===== src/hw/rtl/prc_pkg.sv =====
`default_nettype none

package prc_pkg;

    localparam int unsigned AddrW  = 48;
    localparam int unsigned CheckW = 8;

    localparam logic [7:0] CRC_POLY       = 8'h07;
    localparam logic [7:0] CRC_INIT       = 8'h07;
    localparam logic [7:0] CRC_ZERO_SUBST = 8'h08;

    localparam logic OP_PAIR  = 1'b0;
    localparam logic OP_CLEAR = 1'b1;

    typedef logic [7:0][AddrW-1:0] t_crc_mask;

    typedef struct packed {
        logic       added;
        logic       in_range;
        logic [1:0] id;
        logic [1:0] count;
    } t_tbl_res;

    // bitwise CRC-8, MSB first, bytes low to high; elaboration use only
    function automatic logic [7:0] crc_calc(input logic [AddrW-1:0] addr,
                                            input logic [7:0] init);
        logic [7:0] c;
        c = init;
        for (int b = 0; b < AddrW / 8; b++) begin
            c = c ^ addr[8*b +: 8];
            for (int k = 0; k < 8; k++) begin
                c = c[7] ? ((c << 1) ^ CRC_POLY) : (c << 1);
            end
        end
        return c;
    endfunction

    // mask j of the linear part: the address bits that feed CRC bit j
    function automatic t_crc_mask crc_masks();
        t_crc_mask  m;
        logic [7:0] c;
        m = '0;
        for (int i = 0; i < AddrW; i++) begin
            c = crc_calc(AddrW'(1) << i, 8'h00);
            for (int j = 0; j < 8; j++) begin
                m[j][i] = c[j];
            end
        end
        return m;
    endfunction

    localparam t_crc_mask  CrcMask    = crc_masks();
    localparam logic [7:0] CrcZeroAdr = crc_calc('0, CRC_INIT);

endpackage

`default_nettype wire


===== src/hw/rtl/pairing_registry_with_crc8.sv =====
// Timing: start is captured into the request register, and the result and its strobe
//   are then captured into the result register.
// Throughput: one transaction per cycle; busy stays low, the request register
//   feeds CRC, table lookup and insert combinationally into the result register.
// The receiver cannot stall; every result is shown for one cycle.
// Reset (synchronous, active low) empties the table and clears the strobes.
`default_nettype none

module pairing_registry_with_crc8 #(
    parameter int unsigned TABLE_DEPTH = 3
) (
    input  wire logic                              i_clk,
    input  wire logic                              i_rst_n,
    input  wire logic                              start,
    output logic                                   busy,
    input  wire logic                              i_op,
    input  wire logic [prc_pkg::CheckW-1:0]        i_check_byte,
    input  wire logic [prc_pkg::AddrW-1:0]         i_device_address,
    output logic                                   o_strobe,
    output logic      [prc_pkg::CheckW-1:0]        o_reply_check,
    output logic      [1:0]                        o_tracker_id,
    output logic                                   o_added,
    output logic      [1:0]                        o_table_count
);

    logic                          r_vld;
    logic                          r_op;
    logic [prc_pkg::CheckW-1:0]    r_check;
    logic [prc_pkg::AddrW-1:0]     r_addr;
    logic [7:0]                    w_crc;
    logic                          w_crc_ok;
    prc_pkg::t_tbl_res             w_res;
    logic [prc_pkg::CheckW-1:0]    n_reply;

    logic                          r_strobe;
    logic [prc_pkg::CheckW-1:0]    r_reply;
    logic [1:0]                    r_id;
    logic                          r_added;
    logic [1:0]                    r_count;

    assign busy = 1'b0;

    always_ff @(posedge i_clk) begin
        if (!i_rst_n) begin
            r_vld <= 1'b0;
        end else begin
            r_vld <= start && !busy;
        end
    end

    always_ff @(posedge i_clk) begin
        if (start && !busy) begin
            r_op    <= i_op;
            r_check <= i_check_byte;
            r_addr  <= i_device_address;
        end
    end

    prc_crc8 u_crc (
        .i_addr (r_addr),
        .o_crc  (w_crc)
    );

    assign w_crc_ok = (w_crc == r_check);

    prc_table #(
        .TABLE_DEPTH (TABLE_DEPTH)
    ) u_table (
        .i_clk    (i_clk),
        .i_rst_n  (i_rst_n),
        .i_valid  (r_vld),
        .i_op     (r_op),
        .i_addr   (r_addr),
        .i_crc_ok (w_crc_ok),
        .o_res    (w_res)
    );

    assign n_reply = ((r_op == prc_pkg::OP_PAIR) && w_crc_ok && w_res.in_range)
                     ? r_check : '0;

    always_ff @(posedge i_clk) begin
        if (!i_rst_n) begin
            r_strobe <= 1'b0;
        end else begin
            r_strobe <= r_vld;
        end
    end

    always_ff @(posedge i_clk) begin
        if (r_vld) begin
            r_reply <= n_reply;
            r_id    <= w_res.id;
            r_added <= w_res.added;
            r_count <= w_res.count;
        end
    end

    assign o_strobe      = r_strobe;
    assign o_reply_check = r_reply;
    assign o_tracker_id  = r_id;
    assign o_added       = r_added;
    assign o_table_count = r_count;

endmodule

`default_nettype wire


===== src/hw/rtl/prc_crc8.sv =====
`default_nettype none

module prc_crc8 (
    input  wire logic [prc_pkg::AddrW-1:0] i_addr,
    output logic      [7:0]                o_crc
);

    logic [7:0] w_crc;

    // CRC is affine in the address: constant part xor parity of masked bits
    always_comb begin
        for (int j = 0; j < 8; j++) begin
            w_crc[j] = prc_pkg::CrcZeroAdr[j] ^ (^(i_addr & prc_pkg::CrcMask[j]));
        end
    end

    assign o_crc = (w_crc == 8'h00) ? prc_pkg::CRC_ZERO_SUBST : w_crc;

endmodule

`default_nettype wire


===== src/hw/rtl/prc_table.sv =====
`default_nettype none

module prc_table #(
    parameter int unsigned TABLE_DEPTH = 3
) (
    input  wire logic                        i_clk,
    input  wire logic                        i_rst_n,
    input  wire logic                        i_valid,
    input  wire logic                        i_op,
    input  wire logic [prc_pkg::AddrW-1:0]   i_addr,
    input  wire logic                        i_crc_ok,
    output prc_pkg::t_tbl_res                o_res
);

    localparam int unsigned CntW = $clog2(TABLE_DEPTH + 1);

    logic [prc_pkg::AddrW-1:0] r_table [TABLE_DEPTH];
    logic [CntW-1:0]           r_count;
    logic [CntW-1:0]           n_count;
    logic [CntW-1:0]           w_id;
    logic                      w_addr_nz;
    logic                      w_wr;
    logic [CntW+1:0]           w_id_ext;
    logic [CntW+1:0]           w_cnt_ext;

    assign w_addr_nz = (i_addr != '0);

    // highest matching slot wins
    always_comb begin
        w_id = r_count;
        for (int i = 0; i < TABLE_DEPTH; i++) begin
            if (w_addr_nz && (CntW'(i) < r_count) && (r_table[i] == i_addr)) begin
                w_id = CntW'(i);
            end
        end
    end

    assign w_wr = i_valid && (i_op == prc_pkg::OP_PAIR) && i_crc_ok && w_addr_nz
                  && (w_id == r_count) && (r_count < CntW'(TABLE_DEPTH));

    always_comb begin
        n_count = r_count;
        if (i_valid) begin
            if (i_op == prc_pkg::OP_CLEAR) begin
                n_count = '0;
            end else if (w_wr) begin
                n_count = r_count + CntW'(1);
            end
        end
    end

    always_ff @(posedge i_clk) begin
        if (!i_rst_n) begin
            r_count <= '0;
        end else begin
            r_count <= n_count;
        end
    end

    always_ff @(posedge i_clk) begin
        for (int i = 0; i < TABLE_DEPTH; i++) begin
            if (w_wr && (r_count == CntW'(i))) begin
                r_table[i] <= i_addr;
            end
        end
    end

    assign w_id_ext  = (i_op == prc_pkg::OP_CLEAR) ? '0 : {2'b00, w_id};
    assign w_cnt_ext = {2'b00, n_count};

    always_comb begin
        o_res.added    = w_wr;
        o_res.in_range = (w_id < CntW'(TABLE_DEPTH));
        o_res.id       = w_id_ext[1:0];
        o_res.count    = w_cnt_ext[1:0];
    end

endmodule

`default_nettype wire

===== config.mk =====
export PLATFORM = sky130hd
export DESIGN_NAME = pairing_registry_with_crc8
export DESIGN_NICKNAME = d
export VERILOG_FILES = /design/src/hw/rtl/prc_pkg.sv /design/src/hw/rtl/pairing_registry_with_crc8.sv /design/src/hw/rtl/prc_crc8.sv /design/src/hw/rtl/prc_table.sv
export SDC_FILE = /design/constraint.sdc
export NUM_CORES = 1
export LEC_CHECK = 0
export BUFFER_PORTS_ARGS = -buffer_cell sky130_fd_sc_hd__buf_2
export CAP_MARGIN = 0
export CELL_PAD_IN_SITES_DETAIL_PLACEMENT = 1
export CELL_PAD_IN_SITES_GLOBAL_PLACEMENT = 1
export CORE_MARGIN = 5
export CORE_UTILIZATION = 55
export DETAILED_ROUTE_END_ITERATION = 6
export HOLD_SLACK_MARGIN = 0.15
export PLACE_DENSITY = 0.87
export SLEW_MARGIN = 20
export SYNTH_ARGS = -nofsm -noshare
export SYNTH_HDL_FRONTEND = slang
export SYNTH_HIERARCHICAL = 1
export SYNTH_SLANG_ARGS = --single-unit
export TNS_END_PERCENT = 20

===== constraint.sdc =====
create_clock -name i_clk -period 11.3 [get_ports i_clk]
set_input_delay 1.695 -clock i_clk [delete_from_list [all_inputs] [get_ports i_clk]]
set_output_delay 1.695 -clock i_clk [all_outputs]
set_load 0.01 [all_outputs]

# After elaboration in Yosys (flattened, before gate mapping)
# Memories as Yosys holds them, arrays and structs flattened.
# Index checks and enable logic that the tools add are counted.
[op_classes]
add_sub_neg = 1
order_cmp = 5
eq_ne = 7
n_mux = 19
bitwise = 8
n_reduce_logical = 29
[ops]
columns = ["operator", "n"]
rows = [
  ["$reduce_xor A48 Y1", 8],
  ["$eq A48 B48 Y1", 3],
  ["$mux W48", 2],
  ["$reduce_or A48 Y1", 2],
  ["$reduce_bool A48 Y1", 1],
  ["$logic_and A1 B1 Y1", 16],
  ["$mux W2", 8],
  ["$eq A8 B8 Y1", 1],
  ["$logic_not A8 Y1", 1],
  ["$mux W1", 8],
  ["$mux W8", 1],
  ["$not A1 Y1", 8],
  ["$lt A1 B2 Y1 const A", 2],
  ["$lt A2 B2 Y1 const B", 2],
  ["$add A2 B1 Y2 const B", 1],
  ["$eq A2 B1 Y1 const B", 1],
  ["$eq A2 B2 Y1", 1],
  ["$eq A2 B2 Y1 const B", 1],
  ["$logic_not A2 Y1", 1],
  ["$lt A2 B2 Y1 const A", 1],
]
[totals]
reg_bits = 74
ramBits = 144
inputBits = 60
out_inout_bits = 15
memories = 1
[mem_list]
columns = ["name", "depth", "word_bits", "read_ports", "rd_clocked_by_memory_dff", "write_ports", "line_no", "rtl"]
rows = [
  ["u_table.r_table", 3, 48, 3, 0, 1, "prc_table.sv:17", "logic [prc_pkg::AddrW-1:0] r_table [TABLE_DEPTH];"],
]

# Logic depth before layout (Yosys ltp)
[depth]
ltp_word = 15
ltp_mapped = 14
depth_no_buf = 14

# Modules after synthesis
# The synthesis kept the hierarchy.
[modules_own_cells]
columns = ["mod", "n_inst", "cells_per_inst", "area_per_inst_um2"]
rows = [
  ["prc_table", 1, 416, 6442.4],
  ["pairing_registry_with_crc8", 1, 106, 2389.8],
  ["prc_crc8", 1, 96, 1091.0],
]

# Least setup slack after synthesis
# No wires, ideal clock.
[synth_timing]
kind = "flip-flop to flip-flop"
start = "register r_addr[6] (netlist bit)"
end = "memory u_table/r_table[0][0] (netlist bit) (enable)"
setup_time_ps = 410
t_arrival_ps = 4389
required_ps = 10890
slack_ps = 6501
path_stages_with_launch = 13
period_less_slack_ps = 4799
cell_sequence = "edfxtp_1 -> xor2_1 -> xnor2_1 -> xnor3_1 -> xnor3_1 -> nand4bb_1 -> o41ai_2 -> xnor2_2 -> nand4_4 -> nor3_1 -> nand4_1 -> a21oi_2 -> and2_1"
[synth_via]
elab_chain_len = 15
elab_cells_between_ends = 45
cone_classes = "eq/ne: 5; mux: 14; bitwise: 4; reduce/logical: 22"
[synth_rtl]
columns = ["element", "line_no", "rtl"]
rows = [
  ["start: declaration", "pairing_registry_with_crc8.sv:29", "logic [prc_pkg::AddrW-1:0] r_addr;"],
  ["start signal: assignment", "pairing_registry_with_crc8.sv:55", "r_addr <= i_device_address;"],
  ["$reduce_xor A48 Y1", "prc_crc8.sv:13", "w_crc[j] = prc_pkg::CrcZeroAdr[j] ^ (^(i_addr & prc_pkg::CrcMask[j]));"],
  ["$not A1 Y1 (no source line)", "n/a", ""],
  ["$logic_not A8 Y1", "prc_crc8.sv:17", "assign o_crc = (w_crc == 8'h00) ? prc_pkg::CRC_ZERO_SUBST : w_crc;"],
  ["$mux W8 *", "prc_crc8.sv:17", ""],
  ["net w_crc[4]", "pairing_registry_with_crc8.sv:30", "logic [7:0] w_crc;"],
  ["$eq A8 B8 Y1 *", "pairing_registry_with_crc8.sv:64", "assign w_crc_ok = (w_crc == r_check);"],
  ["net w_crc_ok", "pairing_registry_with_crc8.sv:31", "logic w_crc_ok;"],
  ["$logic_and A1 B1 Y1 * (2 in series)", "prc_table.sv:38", "assign w_wr = i_valid && (i_op == prc_pkg::OP_PAIR) && i_crc_ok && w_addr_nz"],
  ["$logic_and A1 B1 Y1 * (2 in series)", "prc_table.sv:39", "&& (w_id == r_count) && (r_count < CntW'(TABLE_DEPTH));"],
  ["net u_table.w_wr", "prc_table.sv:22", "logic w_wr;"],
  ["$logic_and A1 B1 Y1", "prc_table.sv:62", "if (w_wr && (r_count == CntW'(i))) begin"],
  ["$mux W1", "prc_table.sv:62", ""],
  ["$mux W1 (implied by the code)", "prc_table.sv:63", "r_table[i] <= i_addr;"],
  ["$reduce_or A48 Y1 (no source line)", "n/a", ""],
  ["$mux W2 (no source line) / $mux W1 (equally long branches) (2 in series)", "n/a", ""],
  ["end: declaration", "prc_table.sv:17", ""],
]
# The timed path passes the listed nets; every way through them passes the cells marked *.

==> results.py <==
metrics = {
    "outcome": {
        "outcome": "complete, but fails checks",
        "violations": "DRC",
    },
    "floorplanning": {
        "boundaryPins": 75,
        "die_w_um": 144.3,
        "start_util": 0.5562,
        "die_y_um": 144.3,
        "core-area_mm2": 0.01784,
        "die_area_mm2": 0.02083,
        "rows": 49,
    },
    "final_layout": {
        "drive_above_1_share": 0.1900,
        "nFillCells": 1633,
        "final_cells": 966,
        "final_cell_mix": "edfxtp_1 (214), xnor2_1 (117), xor2_1 (91), buf_2 (73), nor4_1 (32)",
        "fin_nets": 786,
        "fin_area_mm2": 0.01147,
        "multi_input_area_mm2": 0.003351,
        "area_growth_pct": 15.55,
        "n_antenna_cell": 0,
        "seqCellArea_mm2": 0.006506,
        "mostFrequentLayoutCell": "edfxtp_1",
    },
    "run": {
        "drv_cap": 0,
    },
    "synthesis": {
        "yosysTopAreaCell": "edfxtp_1",
        "yosysUniqueCellTypes": 45,
        "syn_avg_cell_area_um2": 16.06,
        "syn-instance-count": 618,
        "synth_seq_area_share": 0.6557,
        "yosysTopAreaCellShare": 0.6476,
        "synth_warnings": 6,
        "synth_area_mm2": 0.009923,
        "synth_fp_nets": 683,
        "yosys-top-cells-area": "edfxtp_1 (65%), xnor2_1 (10%), xor2_1 (8.0%)",
        "synth-seq-cells": 218,
    },
    "drt": {
        "drt_iter0_markers": 404,
        "wl_mm": 25.37,
        "route.vias.total": 5636,
        "antenna_left": 0,
        "drc_errors": 2,
        "via_per_inst": 5.834,
        "wl_per_cell_um": 26.26,
        "drt_pass1_iterations": 7,
    },
    "sta": {
        "slew_violations": 0,
        "fin_setup_tns_ps": 0,
        "hold_ws_ps": 654.5,
        "slew_headroom": 0.4054,
        "fin_crit_sh": 0.4612,
        "grt_setup_unrepaired": "no",
        "finalClockSkew_ps": 16.44,
        "max_freq_mhz": 191.9,
        "setup_violations": 0,
        "hold_viol_final": 0,
        "fin_ws_ps": 6089,
        "worstMarginPinSlew_ps": 891.9,
        "min_period_ps": 5211,
    },
    "clocking": {
        "clockBufferDepth": 3,
        "cts_root_buffer": "clkbuf_16",
        "cts_resized": 0,
        "holdBufCountCts": 0,
        "h-tree-depth": 1,
        "clkSinkCount": 218,
        "post_cts_buffers": 0,
        "clock_latency_ps": 520,
        "clk_pin_slew_ps": 60,
        "cts_buffers": 25,
        "cts_tree": "done",
    },
    "place": {
        "dp_cells": 923,
        "placed_cell_area_mm2": 0.01061,
        "place.gp.congestion": 0.8984,
        "dpl.hpwl_mm": 17.02,
        "dp_slack_ps": 6171,
        "io_buffers": 73,
    },
    "critical_path": {
        "critPathBufInv": 1,
        "cpMostUsedCell": "xnor3_1",
        "critPathMaxFanout": 28,
        "path_cells": "xor2_1, xnor2_1, xnor3_1, xnor3_1, nand4bb_1, o41ai_2, xnor2_2, nand4_4, nor3_1, nand4_1, a21oi_2, and2_2, buf_4",
        "startpoint_type": "flop",
        "crit_arrival_ps": 5370,
        "required_ps": 11460,
        "worst_path_largest_cell_delay_ps": 560,
        "slowest_stage": "edfxtp_1",
        "critPathTopFamily": "XOR/XNOR gates",
        "critPathKind": "reg -> reg",
        "worstRegToRegCells": 13,
        "path_depth": 13,
        "end_kind": "flop",
    },
    "pwr": {
        "pwr-share-comb": 0.205,
        "ir_worst_vdd_mv": 0.1661,
        "clkPwrFrac": 0.367,
        "powerDensity_mw_per_mm2": 199.5,
        "p_int_mw": 1.671,
        "switchingPower_mw": 0.6159,
        "p_leak_nw": 4.011,
        "swShare": 0.2693,
        "seq_power_share": 0.428,
    },
    "global_routing": {
        "antenna_found_initial": 0,
        "grt_max_degree": 59,
        "grt_pass1_wl_mm": 37.94,
        "first_global_vias": 6087,
        "grt.total_usage": 0.2479,
        "grt-ovfl-total": 0,
    },
    "min_path": {
        "hold_depth": 2,
        "hp-class": "reg -> reg",
    },
}
final timing paths:
kind | slack (ps) | endpoint | from
setup / recovery | 6090 | u_table/r_table[0][32] | r_addr[6]
hold / removal | 650 | u_table/r_count[1] | u_table/r_count[1]
setup reg to reg | 6090 | u_table/r_table[0][32] | r_addr[6]
hold reg to reg | 650 | u_table/r_count[1] | u_table/r_count[1]
kinds of logic after synthesis:
family / after synthesis / share of synthesized area
AOI/OAI and AO/OA: 23 / 0.02055
DFF: 218 / 0.6557
adders and majority gates: 5 / 0.006304
xor gates and xnor gates: 231 / 0.2321
other: 1 / 0.0003779
muxes: 1 / 0.001009
and+or+nand+nor: 122 / 0.07679
buffers and inverters: 17 / 0.007186
metrics by stage:
| stage | util | power (mW) |
|---|---|---|
| 2_1_floorplan | - | 1.349 |
| 3_3_place_gp | 0.5944 | 1.445 |
| 3_5_place_dp | 0.5944 | 1.459 |
| 4_1_cts | 0.6426 | 2.303 |
| 5_1_grt | 0.6427 | 2.380 |
| 6_report | 0.6427 | 2.287 |
layer usage:
layer | part of all wire | vias up | global-route usage
met2 | 0.50 | 194 | 0.4204
met1 | 0.41 | 2904 | 0.3406
li1 | - | 2497 | -
met3 | 0.066 | 41 | 0.04067
met4 | 0.021 | 0 | 0.05547
met5 | 0 | - | 0
sequential cells by signal (all words and copies together) (netlist names):
name	cells
u_table/r_table	144
r_vld	1
o_reply_check	8
o_strobe	1
r_addr	48
u_table/r_count	2
r_check	8
o_added	1
o_table_count	2
r_op	1
o_tracker_id	2
Yosys cell counts, drive strengths merged:
cell type	instances
a222oi	1
xnor3	17
o221a	1
o2bb2ai	2
xnor2	122
nand4bb	1
inv	13
nand4	26
nor2b	8
o31ai	1
a21oi	5
or3	1
xor2	92
edfxtp	214
or2	1
o2111a	2
ha	5
a221oi	2
nor2	6
a2111oi	2
mux2i	1
buf	3
and3	1
a21boi	2
a211oi	2
dfxtp	4
nand3	3
o41ai	1
conb	1
clkinv	1
o21ai	1
nor4	38
nor3	7
and2	6
nand2	16
o211a	1
nand2b	8
power by group through the flow:
stage	clock network [mW]	logic [mW]	registers, mW
CTS	0.853	0.471	0.978
global route	0.898	0.500	0.981
detailed placement	0	0.465	0.994
global placement	0	0.454	0.991
floorplan	0	0.378	0.971
finish	0.840	0.469	0.978
layout make-up:
cell class                      instances  share of cell area
Clock buffer                           27             0.05522
Clock inverter                         16             0.01975
Inverter                               14            0.004583
Multi-Input combinational cell        383              0.2922
Sequential cell                       218              0.5674
Tap cell                              229             0.02499
Timing Repair Buffer                   79             0.03579
worst reg2reg max path, stage by stage (launching register included):
cell and delay [ps]:
edfxtp_1 560, xor2_1 260, xnor2_1 300, xnor3_1 490, xnor3_1 410, nand4bb_1 220, o41ai_2 390, xnor2_2 170
nand4_4 180, nor3_1 260, nand4_1 210, a21oi_2 340, and2_2 550, buf_4 480
Power figures use the tool's default switching activity.
